==> src/rtl/stv_pkg.sv <==
// stv_pkg: shared constants, codes and types of the sensor timestamp validator
// no dependencies; imported by every module of the block
`timescale 1ns / 1ps

package stv_pkg;

    localparam int NS_W     = 63;
    localparam int TIME_W   = 64;
    localparam int GEN_W    = 64;
    localparam int IDX_W    = 8;
    localparam int CODE_W   = 3;
    localparam int US_MUL_W = 54;
    localparam int Q_DEPTH  = 4;
    localparam int Q_AW     = 2;

    localparam logic [TIME_W-1:0] US_LIMIT = 64'd9223372036854775;
    localparam logic [9:0]        TS_SCALE = 10'd1000;

    localparam logic [IDX_W-1:0] REG_MAX_STALE   = 8'd0;
    localparam logic [IDX_W-1:0] REG_MAX_FUTURE  = 8'd1;
    localparam logic [IDX_W-1:0] REG_RESTART_REG = 8'd2;
    localparam logic [IDX_W-1:0] REG_LOW_EPOCH   = 8'd3;

    localparam logic [NS_W-1:0] RST_MAX_STALE   = 63'd500000000;
    localparam logic [NS_W-1:0] RST_MAX_FUTURE  = 63'd100000000;
    localparam logic [NS_W-1:0] RST_RESTART_REG = 63'd1000000000;
    localparam logic [NS_W-1:0] RST_LOW_EPOCH   = 63'd60000000000;

    localparam logic ACT_CLEAR = 1'b1;

    typedef enum logic [CODE_W-1:0] {
        EV_ACCEPTED         = 3'd0,
        EV_INVALID          = 3'd1,
        EV_DUPLICATE        = 3'd2,
        EV_SMALL_REGRESSION = 3'd3,
        EV_RESTART          = 3'd4,
        EV_STALE            = 3'd5,
        EV_FUTURE           = 3'd6
    } t_event;

    typedef struct packed {
        logic [NS_W-1:0] max_stale;
        logic [NS_W-1:0] max_future;
        logic [NS_W-1:0] restart_reg;
        logic [NS_W-1:0] low_epoch;
    } t_cfg;

    typedef struct packed {
        logic            clear;
        logic            bad;
        logic            stale;
        logic            future;
        logic [NS_W-1:0] ts;
    } t_qent;

    typedef struct packed {
        logic full;
        logic empty;
    } t_qstat;

endpackage

==> src/rtl/stv_if.sv <==
// stv_if: valid/ready channel interfaces for input beats, result beats and register writes
// depends on stv_pkg for field widths
`timescale 1ns / 1ps

interface stv_in_if;
    logic                              valid;
    logic                              ready;
    logic                              action;
    logic [stv_pkg::TIME_W-1:0]        sample_time_us;
    logic signed [stv_pkg::TIME_W-1:0] current_time_ns;

    modport source (output valid, action, sample_time_us, current_time_ns, input ready);
    modport sink   (input valid, action, sample_time_us, current_time_ns, output ready);
endinterface

interface stv_out_if;
    logic                       valid;
    logic                       ready;
    logic                       accepted;
    logic [stv_pkg::GEN_W-1:0]  generation;
    logic [stv_pkg::CODE_W-1:0] event_code;

    modport source (output valid, accepted, generation, event_code, input ready);
    modport sink   (input valid, accepted, generation, event_code, output ready);
endinterface

interface stv_cfg_if;
    logic                       valid;
    logic                       ready;
    logic [stv_pkg::IDX_W-1:0]  index;
    logic [stv_pkg::TIME_W-1:0] data;

    modport source (output valid, index, data, input ready);
    modport sink   (input valid, index, data, output ready);
endinterface

==> src/rtl/stv_front.sv <==
// stv_front: two-stage front end, scales the timestamp and classifies each beat
// depends on stv_pkg and stv_in_if; feeds stv_queue
`timescale 1ns / 1ps

module stv_front (
    input  logic           i_clk,
    input  logic           i_rst_n,
    input  stv_pkg::t_cfg  i_cfg,
    stv_in_if.sink         i_in,
    input  stv_pkg::t_qstat i_qstat,
    output logic           o_push,
    output stv_pkg::t_qent o_entry
);
    import stv_pkg::*;

    logic              r_s1_valid;
    logic              r_s1_action;
    logic [TIME_W-1:0] r_s1_us;
    logic [TIME_W-1:0] r_s1_now;

    logic              r_s2_valid;
    logic              r_s2_clear;
    logic              r_s2_bad;
    logic [NS_W-1:0]   r_s2_ts;
    logic [NS_W-1:0]   r_s2_now;

    logic              w_s2_adv;
    logic              w_s2_free;
    logic              w_s1_adv;
    logic              w_s1_free;
    logic              w_bad_now;
    logic              w_bad_us;
    logic [TIME_W-1:0] w_prod;
    logic [TIME_W-1:0] w_age;
    logic [TIME_W-1:0] w_lead;
    logic              w_stale;
    logic              w_future;

    assign w_s2_adv  = r_s2_valid && !i_qstat.full;
    assign w_s2_free = !r_s2_valid || w_s2_adv;
    assign w_s1_adv  = r_s1_valid && w_s2_free;
    assign w_s1_free = !r_s1_valid || w_s1_adv;
    assign i_in.ready = w_s1_free;

    // stage 1: range checks and scaling to nanoseconds
    assign w_bad_now = r_s1_now[TIME_W-1] || (r_s1_now == '0);
    assign w_bad_us  = (r_s1_us == '0) || (r_s1_us > US_LIMIT);
    assign w_prod    = {{(TIME_W-US_MUL_W){1'b0}}, r_s1_us[US_MUL_W-1:0]}
                     * {{(TIME_W-10){1'b0}}, TS_SCALE};

    // stage 2: age and lead against the configured limits
    assign w_age    = {1'b0, r_s2_now} - {1'b0, r_s2_ts};
    assign w_lead   = {1'b0, r_s2_ts} - {1'b0, r_s2_now};
    assign w_stale  = !w_age[TIME_W-1] && (w_age[NS_W-1:0] > i_cfg.max_stale);
    assign w_future = !w_lead[TIME_W-1] && (w_lead[NS_W-1:0] > i_cfg.max_future);

    always_ff @(posedge i_clk) begin
        if (!i_rst_n) begin
            r_s1_valid <= 1'b0;
            r_s2_valid <= 1'b0;
        end else begin
            if (w_s1_free) begin
                r_s1_valid <= i_in.valid;
            end
            if (w_s2_free) begin
                r_s2_valid <= w_s1_adv;
            end
        end
    end

    always_ff @(posedge i_clk) begin
        if (w_s1_free && i_in.valid) begin
            r_s1_action <= i_in.action;
            r_s1_us     <= i_in.sample_time_us;
            r_s1_now    <= i_in.current_time_ns;
        end
        if (w_s1_adv) begin
            r_s2_clear <= (r_s1_action == ACT_CLEAR);
            r_s2_bad   <= w_bad_now || w_bad_us;
            r_s2_ts    <= w_prod[NS_W-1:0];
            r_s2_now   <= r_s1_now[NS_W-1:0];
        end
    end

    assign o_push         = w_s2_adv;
    assign o_entry.clear  = r_s2_clear;
    assign o_entry.bad    = r_s2_bad;
    assign o_entry.stale  = w_stale;
    assign o_entry.future = w_future;
    assign o_entry.ts     = r_s2_ts;

endmodule

==> src/rtl/stv_queue.sv <==
// stv_queue: short first-in first-out buffer between front and back end
// depends on stv_pkg for the entry type and depth
`timescale 1ns / 1ps

module stv_queue (
    input  logic            i_clk,
    input  logic            i_rst_n,
    input  logic            i_push,
    input  stv_pkg::t_qent  i_entry,
    input  logic            i_pop,
    output stv_pkg::t_qent  o_entry,
    output stv_pkg::t_qstat o_qstat
);
    import stv_pkg::*;

    t_qent           r_mem [Q_DEPTH];
    logic [Q_AW-1:0] r_wr;
    logic [Q_AW-1:0] r_rd;
    logic [Q_AW:0]   r_count;
    logic [Q_AW:0]   n_count;

    always_comb begin
        n_count = r_count;
        if (i_push && !i_pop) begin
            n_count = r_count + 1'b1;
        end else if (!i_push && i_pop) begin
            n_count = r_count - 1'b1;
        end
    end

    always_ff @(posedge i_clk) begin
        if (!i_rst_n) begin
            r_wr    <= '0;
            r_rd    <= '0;
            r_count <= '0;
        end else begin
            r_count <= n_count;
            if (i_push) begin
                r_wr <= r_wr + 1'b1;
            end
            if (i_pop) begin
                r_rd <= r_rd + 1'b1;
            end
        end
    end

    always_ff @(posedge i_clk) begin
        if (i_push) begin
            r_mem[r_wr] <= i_entry;
        end
    end

    assign o_entry       = r_mem[r_rd];
    assign o_qstat.full  = (r_count == (Q_AW+1)'(Q_DEPTH));
    assign o_qstat.empty = (r_count == '0);

endmodule

==> src/rtl/stv_back.sv <==
// stv_back: history compare, generation update and registered result beat
// depends on stv_pkg and stv_out_if; drains stv_queue
`timescale 1ns / 1ps

module stv_back (
    input  logic            i_clk,
    input  logic            i_rst_n,
    input  stv_pkg::t_cfg   i_cfg,
    input  stv_pkg::t_qstat i_qstat,
    input  stv_pkg::t_qent  i_entry,
    output logic            o_pop,
    stv_out_if.source       o_out
);
    import stv_pkg::*;

    logic             r_have;
    logic [NS_W-1:0]  r_last;
    logic [GEN_W-1:0] r_gen;
    logic             r_out_valid;
    logic             r_out_acc;
    logic [GEN_W-1:0] r_out_gen;
    t_event           r_out_code;

    logic             n_have;
    logic [NS_W-1:0]  n_last;
    logic [GEN_W-1:0] n_gen;
    logic             n_acc;
    t_event           n_code;

    logic             w_out_free;
    logic             w_not_newer;
    logic             w_equal;
    logic [NS_W-1:0]  w_regr;
    logic             w_restart;
    logic             w_gen_max;
    logic [GEN_W-1:0] w_gen_inc;

    assign w_out_free = !r_out_valid || o_out.ready;
    assign o_pop      = !i_qstat.empty && (i_entry.clear || w_out_free);

    assign w_not_newer = r_have && (i_entry.ts <= r_last);
    assign w_equal     = (i_entry.ts == r_last);
    assign w_regr      = r_last - i_entry.ts;
    assign w_restart   = (w_regr >= i_cfg.restart_reg) && (r_last > i_cfg.low_epoch)
                      && (i_entry.ts <= i_cfg.low_epoch);
    assign w_gen_max   = &r_gen;
    assign w_gen_inc   = r_gen + 1'b1;

    always_comb begin
        n_have = r_have;
        n_last = r_last;
        n_gen  = r_gen;
        n_acc  = 1'b0;
        n_code = EV_INVALID;
        if (i_entry.clear) begin
            n_have = 1'b0;
            if (!w_gen_max) begin
                n_gen = w_gen_inc;
            end
        end else begin
            priority if (i_entry.bad) begin
                n_code = EV_INVALID;
            end else if (w_not_newer) begin
                priority if (w_equal) begin
                    n_code = EV_DUPLICATE;
                end else if (w_restart && w_gen_max) begin
                    n_code = EV_INVALID;
                end else if (w_restart) begin
                    n_gen  = w_gen_inc;
                    n_last = i_entry.ts;
                    n_acc  = 1'b1;
                    n_code = EV_RESTART;
                end else begin
                    n_code = EV_SMALL_REGRESSION;
                end
            end else if (i_entry.stale) begin
                n_code = EV_STALE;
            end else if (i_entry.future) begin
                n_code = EV_FUTURE;
            end else begin
                n_have = 1'b1;
                n_last = i_entry.ts;
                n_acc  = 1'b1;
                n_code = EV_ACCEPTED;
            end
        end
    end

    always_ff @(posedge i_clk) begin
        if (!i_rst_n) begin
            r_have      <= 1'b0;
            r_gen       <= '0;
            r_out_valid <= 1'b0;
        end else begin
            if (o_pop) begin
                r_have <= n_have;
                r_gen  <= n_gen;
            end
            if (o_pop && !i_entry.clear) begin
                r_out_valid <= 1'b1;
            end else if (o_out.ready) begin
                r_out_valid <= 1'b0;
            end
        end
    end

    always_ff @(posedge i_clk) begin
        if (o_pop) begin
            r_last <= n_last;
        end
        if (o_pop && !i_entry.clear) begin
            r_out_acc  <= n_acc;
            r_out_gen  <= n_gen;
            r_out_code <= n_code;
        end
    end

    assign o_out.valid      = r_out_valid;
    assign o_out.accepted   = r_out_acc;
    assign o_out.generation = r_out_gen;
    assign o_out.event_code = r_out_code;

endmodule

==> src/rtl/sensor_timestamp_validator.sv <==
// sensor_timestamp_validator: top level, limit registers, front end, queue and back end
// path: input beat registered in front stage 1 and stage 2, pushed to the queue, then the result register
// throughput: one beat per cycle unless stalled; back end takes one queue entry per cycle
// a clear beat gives no result; the 4-entry queue lets front and back stall apart
// reset: synchronous active low, clears history, generation and pipeline; limits to defaults
`timescale 1ns / 1ps

module sensor_timestamp_validator (
    input  logic      i_clk,
    input  logic      i_rst_n,
    stv_in_if.sink    i_in,
    stv_out_if.source o_out,
    stv_cfg_if.sink   i_cfg
);
    import stv_pkg::*;

    t_cfg   r_cfg;
    logic   w_push;
    logic   w_pop;
    t_qent  w_push_entry;
    t_qent  w_head;
    t_qstat w_qstat;

    assign i_cfg.ready = 1'b1;

    always_ff @(posedge i_clk) begin
        if (!i_rst_n) begin
            r_cfg.max_stale   <= RST_MAX_STALE;
            r_cfg.max_future  <= RST_MAX_FUTURE;
            r_cfg.restart_reg <= RST_RESTART_REG;
            r_cfg.low_epoch   <= RST_LOW_EPOCH;
        end else if (i_cfg.valid) begin
            unique case (i_cfg.index)
                REG_MAX_STALE:   r_cfg.max_stale   <= i_cfg.data[NS_W-1:0];
                REG_MAX_FUTURE:  r_cfg.max_future  <= i_cfg.data[NS_W-1:0];
                REG_RESTART_REG: r_cfg.restart_reg <= i_cfg.data[NS_W-1:0];
                REG_LOW_EPOCH:   r_cfg.low_epoch   <= i_cfg.data[NS_W-1:0];
                default: begin
                end
            endcase
        end
    end

    stv_front u_front (
        .i_clk   (i_clk),
        .i_rst_n (i_rst_n),
        .i_cfg   (r_cfg),
        .i_in    (i_in),
        .i_qstat (w_qstat),
        .o_push  (w_push),
        .o_entry (w_push_entry)
    );

    stv_queue u_queue (
        .i_clk   (i_clk),
        .i_rst_n (i_rst_n),
        .i_push  (w_push),
        .i_entry (w_push_entry),
        .i_pop   (w_pop),
        .o_entry (w_head),
        .o_qstat (w_qstat)
    );

    stv_back u_back (
        .i_clk   (i_clk),
        .i_rst_n (i_rst_n),
        .i_cfg   (r_cfg),
        .i_qstat (w_qstat),
        .i_entry (w_head),
        .o_pop   (w_pop),
        .o_out   (o_out)
    );

endmodule

==> src/flat_wrapper.sv <==
// flat-port wrapper written by rule: the top's interface ports become plain ports
module sensor_timestamp_validator_flat import stv_pkg::*;
  (i_clk, i_rst_n, i_in_valid, i_in_action, i_in_sample_time_us, i_in_current_time_ns, i_in_ready, o_out_valid, o_out_accepted, o_out_generation, o_out_event_code, o_out_ready, i_cfg_valid, i_cfg_index, i_cfg_data, i_cfg_ready);
  stv_in_if i_in_i ();
  stv_out_if o_out_i ();
  stv_cfg_if i_cfg_i ();
  input  logic i_clk;
  input  logic i_rst_n;
  input wire logic [$bits(i_in_i.valid)-1:0] i_in_valid;
  input wire logic [$bits(i_in_i.action)-1:0] i_in_action;
  input wire logic [$bits(i_in_i.sample_time_us)-1:0] i_in_sample_time_us;
  input wire logic [$bits(i_in_i.current_time_ns)-1:0] i_in_current_time_ns;
  output wire logic [$bits(i_in_i.ready)-1:0] i_in_ready;
  output wire logic [$bits(o_out_i.valid)-1:0] o_out_valid;
  output wire logic [$bits(o_out_i.accepted)-1:0] o_out_accepted;
  output wire logic [$bits(o_out_i.generation)-1:0] o_out_generation;
  output wire logic [$bits(o_out_i.event_code)-1:0] o_out_event_code;
  input wire logic [$bits(o_out_i.ready)-1:0] o_out_ready;
  input wire logic [$bits(i_cfg_i.valid)-1:0] i_cfg_valid;
  input wire logic [$bits(i_cfg_i.index)-1:0] i_cfg_index;
  input wire logic [$bits(i_cfg_i.data)-1:0] i_cfg_data;
  output wire logic [$bits(i_cfg_i.ready)-1:0] i_cfg_ready;
  assign i_in_i.valid = i_in_valid;
  assign i_in_i.action = i_in_action;
  assign i_in_i.sample_time_us = i_in_sample_time_us;
  assign i_in_i.current_time_ns = i_in_current_time_ns;
  assign i_in_ready = i_in_i.ready;
  assign o_out_valid = o_out_i.valid;
  assign o_out_accepted = o_out_i.accepted;
  assign o_out_generation = o_out_i.generation;
  assign o_out_event_code = o_out_i.event_code;
  assign o_out_i.ready = o_out_ready;
  assign i_cfg_i.valid = i_cfg_valid;
  assign i_cfg_i.index = i_cfg_index;
  assign i_cfg_i.data = i_cfg_data;
  assign i_cfg_ready = i_cfg_i.ready;
  sensor_timestamp_validator u_core (.i_clk(i_clk), .i_rst_n(i_rst_n), .i_in(i_in_i), .o_out(o_out_i), .i_cfg(i_cfg_i));
endmodule
==> config.mk <==
export PLATFORM = sky130hd
export DESIGN_NAME = sensor_timestamp_validator_flat
export DESIGN_NICKNAME = d
export VERILOG_FILES = /design/src/rtl/stv_pkg.sv /design/src/rtl/stv_if.sv /design/src/rtl/stv_front.sv /design/src/rtl/stv_queue.sv /design/src/rtl/stv_back.sv /design/src/rtl/sensor_timestamp_validator.sv /design/src/flat_wrapper.sv
export SDC_FILE = /design/constraint.sdc
export NUM_CORES = 2
export LEC_CHECK = 0
export BUFFER_PORTS_ARGS = -buffer_cell sky130_fd_sc_hd__clkbuf_2
export CORE_MARGIN = 2
export CORE_UTILIZATION = 50
export CTS_CLUSTER_DIAMETER = 40
export DETAILED_ROUTE_END_ITERATION = 10
export GPL_TIMING_DRIVEN = 0
export MAX_ROUTING_LAYER = met4
export PLACE_DENSITY_LB_ADDON = 0.25
export SLEW_MARGIN = 20
export SYNTH_ARGS = -nofsm -noshare
export SYNTH_HDL_FRONTEND = slang
export SYNTH_SLANG_ARGS = --single-unit
==> constraint.sdc <==
create_clock -name i_clk -period 11.56 [get_ports i_clk]
set_clock_uncertainty 0.1 [all_clocks]
set_input_delay 1.156 -clock i_clk [delete_from_list [all_inputs] [get_ports i_clk]]
set_output_delay 1.156 -clock i_clk [all_outputs]
set_load 0.005 [all_outputs]
# After elaboration in Yosys (flattened, before gate mapping)
# Memories as Yosys holds them, arrays and structs flattened. A register that Yosys moved wholly into a read port is not among the register bits.
# Cells that the tools add are included.
# word_totals
register_bits	712
ramBits	256
output_inout_bits	71
wordCells	138
mem_count	1
# op_classes
add_sub_neg	8
n_mul	1
n_lt_le_gt_ge	7
n_eq_ne	14
mux	38
n_bitwise	2
reduce_logical	44
# mem_list
memory	words	word_bits	read_ports	rd_clocked_by_memory_dff	wr	line	source
u_core.u_queue.r_mem	4	64	1	1	1	stv_queue.sv:16	t_qent r_mem [Q_DEPTH];
# ops
operator	count
two-way mux 64 bit	7
two-way mux 63 bit	6
greater-than comparator 63 bit	3
logical NOT 64 bit	2
subtractor 63 x 63 -> 64 bit	2
less-or-equal comparator 63 bit	2
adder 64 x 1 -> 64 bit, second input constant	1
greater-than comparator 64 x 54 -> 1 bit, second input constant	1
AND reduction 64 bit	1
equality test 63 bit	1
greater-or-equal comparator 63 bit	1
subtractor 63 bit	1
multiplier 54 x 7 -> 60 bit, second input constant	1
two-way mux 3 bit	8
equality test 8 x 2 -> 1 bit, second input constant	2
two-way mux 1 bit	15
logical AND 1 bit	13
!= test 2 x 1 -> 1 bit, second input constant	6
logical NOT 1 bit	10
equality test 8 x 1 -> 1 bit, second input constant	1
logical NOT 8 bit	1
AND reduction 2 bit	4
AND reduction 8 bit	1
logical OR 1 bit	7
11 further kinds	17

# Longest topological paths before layout
# depth
depth_word	10
mapped_depth	31
depth_no_buf	27

# Modules after synthesis
# A second synthesis with hierarchy kept.
# hier_totals
hier_cells	6231
area_unflattened_um2	65313.9
# by_module_without_submodules
module	n_inst	cells_per_inst	area_each_um2	seq_area_each_um2
stv_front	1	2917	28157.0	7667.4
stv_back	1	2002	17325.4	5255.0
stv_queue	1	393	10147.2	8227.9
sensor_timestamp_validator	1	919	9684.3	5044.8

# Least setup slack after synthesis
# OpenSTA, ideal clock, no wires.
# synth_timing
path_kind	reg2reg
start	register with a tool-made name
end	register u_core.u_back.r_last[10], enable pin
arrival_time_ps	10224
required_time_ps	10896
path_slack_ps	672
stages_incl_launch_ff	26
path_buffers	3
synth_period_minus_slack_ps	10888
cell_sequence	dfxtp_1 -> buf_2 -> buf_1 -> mux4_2 -> inv_1 -> ha_1 -> clkbuf_1 -> nand4_1 -> or3_1 -> or4_1 -> a2bb2oi_1 -> a21o_1 -> a31oi_1 -> a21oi_1 -> o311a_1 -> nor3_1 -> xor2_1 -> ha_1 -> nand3_1 -> nor3_1 -> o2111ai_1 -> o21ai_0 -> nand4_2 -> nor2_1 -> a22oi_1 -> nor3b_1
# synth_lines
element	line	source
to (signal assigned)	stv_back.sv:109	r_last <= n_last;
to (decl)	stv_back.sv:17	logic [NS_W-1:0] r_last;

==> flow_metrics.py <==
metrics = {
    "clock_network": {
        "clk_latency_ns": 0.78,
        "clk_path_buf_depth": 3,
        "hold_buffers": 0,
        "clock-root-buffer": "clkbuf_16",
        "htreeDepth": 4,
        "post_cts_buffers": 0,
        "cts_tree": "yes",
        "cts_buffers": 140,
        "clk_transition_reported_paths_ns": 0.05,
        "cts_resized": 0,
        "cts.sinks": 967,
    },
    "detailed_routing": {
        "routed-via-count": 47333,
        "drt-initial-drc-count": 3835,
        "totalWireLength_mm": 183,
        "wire_per_inst_microns": 22.3,
        "drcViolationCount": 0,
        "ant_nets": 0,
        "via_per_inst": 5.76,
        "first_pass_iters": 6,
    },
    "yosys": {
        "syn_avg_cell_area_sq_um": 10.4,
        "ys_ff_latch": 967,
        "ys_types": 79,
        "async_flop_share": 0,
        "synthFlopType": "edfxtp_1",
        "synth_edf_count": 638,
        "ys_warn_count": 0,
        "syn_inst": 6020,
        "syn_nets": 7096,
        "synth_most_common_cell": "ha_1",
        "synthTopCellsByArea": "edfxtp_1 (31%), ha_1 (13%), dfxtp_1 (11%)",
        "netlist_area_sq_um": 62500,
        "yosys.area.top_type": "edfxtp_1",
        "synth_common_cells": "ha_1 (661), nand2_1 (651), edfxtp_1 (638), inv_1 (585), a21oi_1 (350)",
        "yosysSeqAreaShare": 0.412,
        "synth_top_cell_area_share": 0.306,
    },
    "sta": {
        "fmax_mhz": 98.5,
        "setup_viol": 0,
        "rsz0062_at_grt": "no",
        "hold_viol": 0,
        "maxSlewHeadroom": 0.196,
        "period_share": 0.878,
        "drv_slew": 0,
        "tightest_slew_ns": 1.21,
        "layout_min_cycle_time_ns": 10.15,
    },
    "global_routing": {
        "grt_max_degree": 54,
        "grt_usage": 0.294,
        "grt_pass1_wl_mm": 275,
        "antenna_found_initial": 11,
        "grt_pass1_vias": 46344,
        "grt.overflow.total": 0,
    },
    "pwr": {
        "peakVddDrop_mv": 0.187,
        "powerDensity_nw_per_um2": 255,
        "leakagePower_uw": 0.0285,
    },
    "placed_design": {
        "hpwl_mm": 147,
        "gp_congestion": 0.965,
        "numPortBuffers": 272,
        "placed_area_sq_um": 66300,
        "dp_cells": 7951,
    },
    "hold_path": {
        "holdPathStages": 0,
        "hp-class": "reg2reg",
    },
    "final_layout": {
        "ff_latch_area_sq_um": 25700,
        "areaGrowthSynthToFinish_pct": 13.8,
        "fin_nets": 7533,
        "instances_no_fill": 8224,
        "stdcell_area_sq_um": 71200,
        "multiInputGateArea_sq_um": 33700,
        "drive_above_1_share": 0.100,
        "fillCellCount": 10659,
    },
    "critical_path": {
        "rr_worst_depth": 31,
        "critPathMostFrequentCell": "buf_4",
        "critPathMaxFanout": 12,
        "path_class": "reg2reg",
        "slowest_stage": "clkbuf_1",
        "critPathRequiredTime_ns": 11.93,
        "end_kind": "register",
        "arrival_ns": 10.52,
        "crit_path_start_kind": "register",
        "max_stage_delay_ns": 0.79,
    },
    "die": {
        "ios": 277,
        "core_sq_um": 124000,
        "start_util": 0.504,
        "rows": 129,
        "fp.dieW_microns": 358,
        "die_h_microns": 358,
        "dieArea_sq_um": 128000,
    },
    "run": {
        "max-cap-violations": 0,
    },
    "run_status": {
        "status": "finished clean",
    },
}
-- cells by family (layout without fill, tap and decap cells) --
family / Yosys count / after routing / synth area share
and+or+nand+nor: 1545 / 1545 / 0.120
AOI/OAI and AO/OA: 1446 / 1446 / 0.154
xor gates and xnor gates: 280 / 280 / 0.0392
muxes: 86 / 86 / 0.0266
buffers and inverters: 825 / 1381 / 0.0500
DFF: 967 / 967 / 0.412
adders and majority gates: 870 / 870 / 0.199
other: 1 / 12 / 0.0000600
-- worst paths after layout --
check | startpoint | to | slack [ns]
worst max-delay path | register | u_core.u_back.r_last[5] | 1.41
worst min-delay path | u_core.u_front.r_s1_action | u_core.u_front.r_s2_clear | 0.33
worst max register to register | register | u_core.u_back.r_last[5] | 1.41
worst min register to register | u_core.u_front.r_s1_action | u_core.u_front.r_s2_clear | 0.33
-- registers in the layout, indices dropped and copies added (netlist names), 2 cells and up, named ones only --
name,cells
u_core.u_back.r_last,60
u_core.u_back.o_out.generation,64
u_core.u_queue.r_rd,2
u_core.u_queue.r_count,3
u_core.u_back.r_gen,64
u_core.u_front.r_s2_ts,60
u_core.u_queue.r_wr,2
u_core.u_queue.r_mem,256
u_core.u_front.r_s1_now,64
u_core.u_front.r_s1_us,64
u_core.r_cfg,252
u_core.u_back.o_out.event_code,3
u_core.u_front.r_s2_now,63
-- final cells by class --
| class | count | share of cell area |
|---|---|---|
| Multi-Input combinational cell | 4228 | 0.474 |
| Buffer | 238 | 0.0130 |
| Sequential cell | 967 | 0.362 |
| Clock inverter | 92 | 0.0143 |
| Clock buffer | 169 | 0.0534 |
| Antenna cell | 11 | 0.000387 |
| Timing Repair Buffer | 295 | 0.0239 |
| Inverter | 587 | 0.0310 |
| Tap cell | 1637 | 0.0288 |
-- cell usage in the layout, fill, tap and decap left out, types with 202 or more instances in the layout --
| master | n |
|---|---|
| xnor2_1 | 204 |
| a21o_1 | 266 |
| edfxtp_1 | 638 |
| ha_1 | 661 |
| nand2_1 | 651 |
| nor2_1 | 202 |
| a21oi_1 | 350 |
| o21ai_0 | 205 |
| clkbuf_1 | 218 |
| inv_1 | 585 |
| a21boi_0 | 225 |
| dfxtp_1 | 329 |
| clkbuf_2 | 273 |
| fa_1 | 209 |
-- per-stage QoR --
step | util | setup slack, ns | power, uW | setup TNS [ns] | hold slack, ns
global route | 0.574 | 0.823 | 19400 | 0 | 0.332
global placement | 0.532 | -3.52 | 13500 | -210.33 | 0.321
floorplan | - | 0.672 | 11200 | 0 | 0.300
detailed placement | 0.535 | 1.46 | 13700 | 0 | 0.315
CTS | 0.574 | 1.39 | 18100 | 0 | 0.328
finish | 0.574 | 1.41 | 18100 | 0 | 0.326
-- per-layer routing --
metal	GRT usage	part of all wire
met4	0.115	0.040
met1	0.406	0.45
met2	0.443	0.44
met3	0.0358	0.062
met5	-	0
-- power by group --
part,switching [uW],internal (uW)
sequential,328,4340
combinational,5430,3700
clock,1700,2620
total,7450,10700
-- worst max-delay path, delay by kind of cell (launching register included) --
family | cells | cell delay, ns
and+or+nand+nor | 9 | 2.67
buffers and inverters | 10 | 3.12
adders and majority gates | 2 | 0.60
DFF | 1 | 0.30
AOI/OAI and AO/OA | 9 | 2.45
muxes | 1 | 0.52
Power figures use the tool's default switching activity.
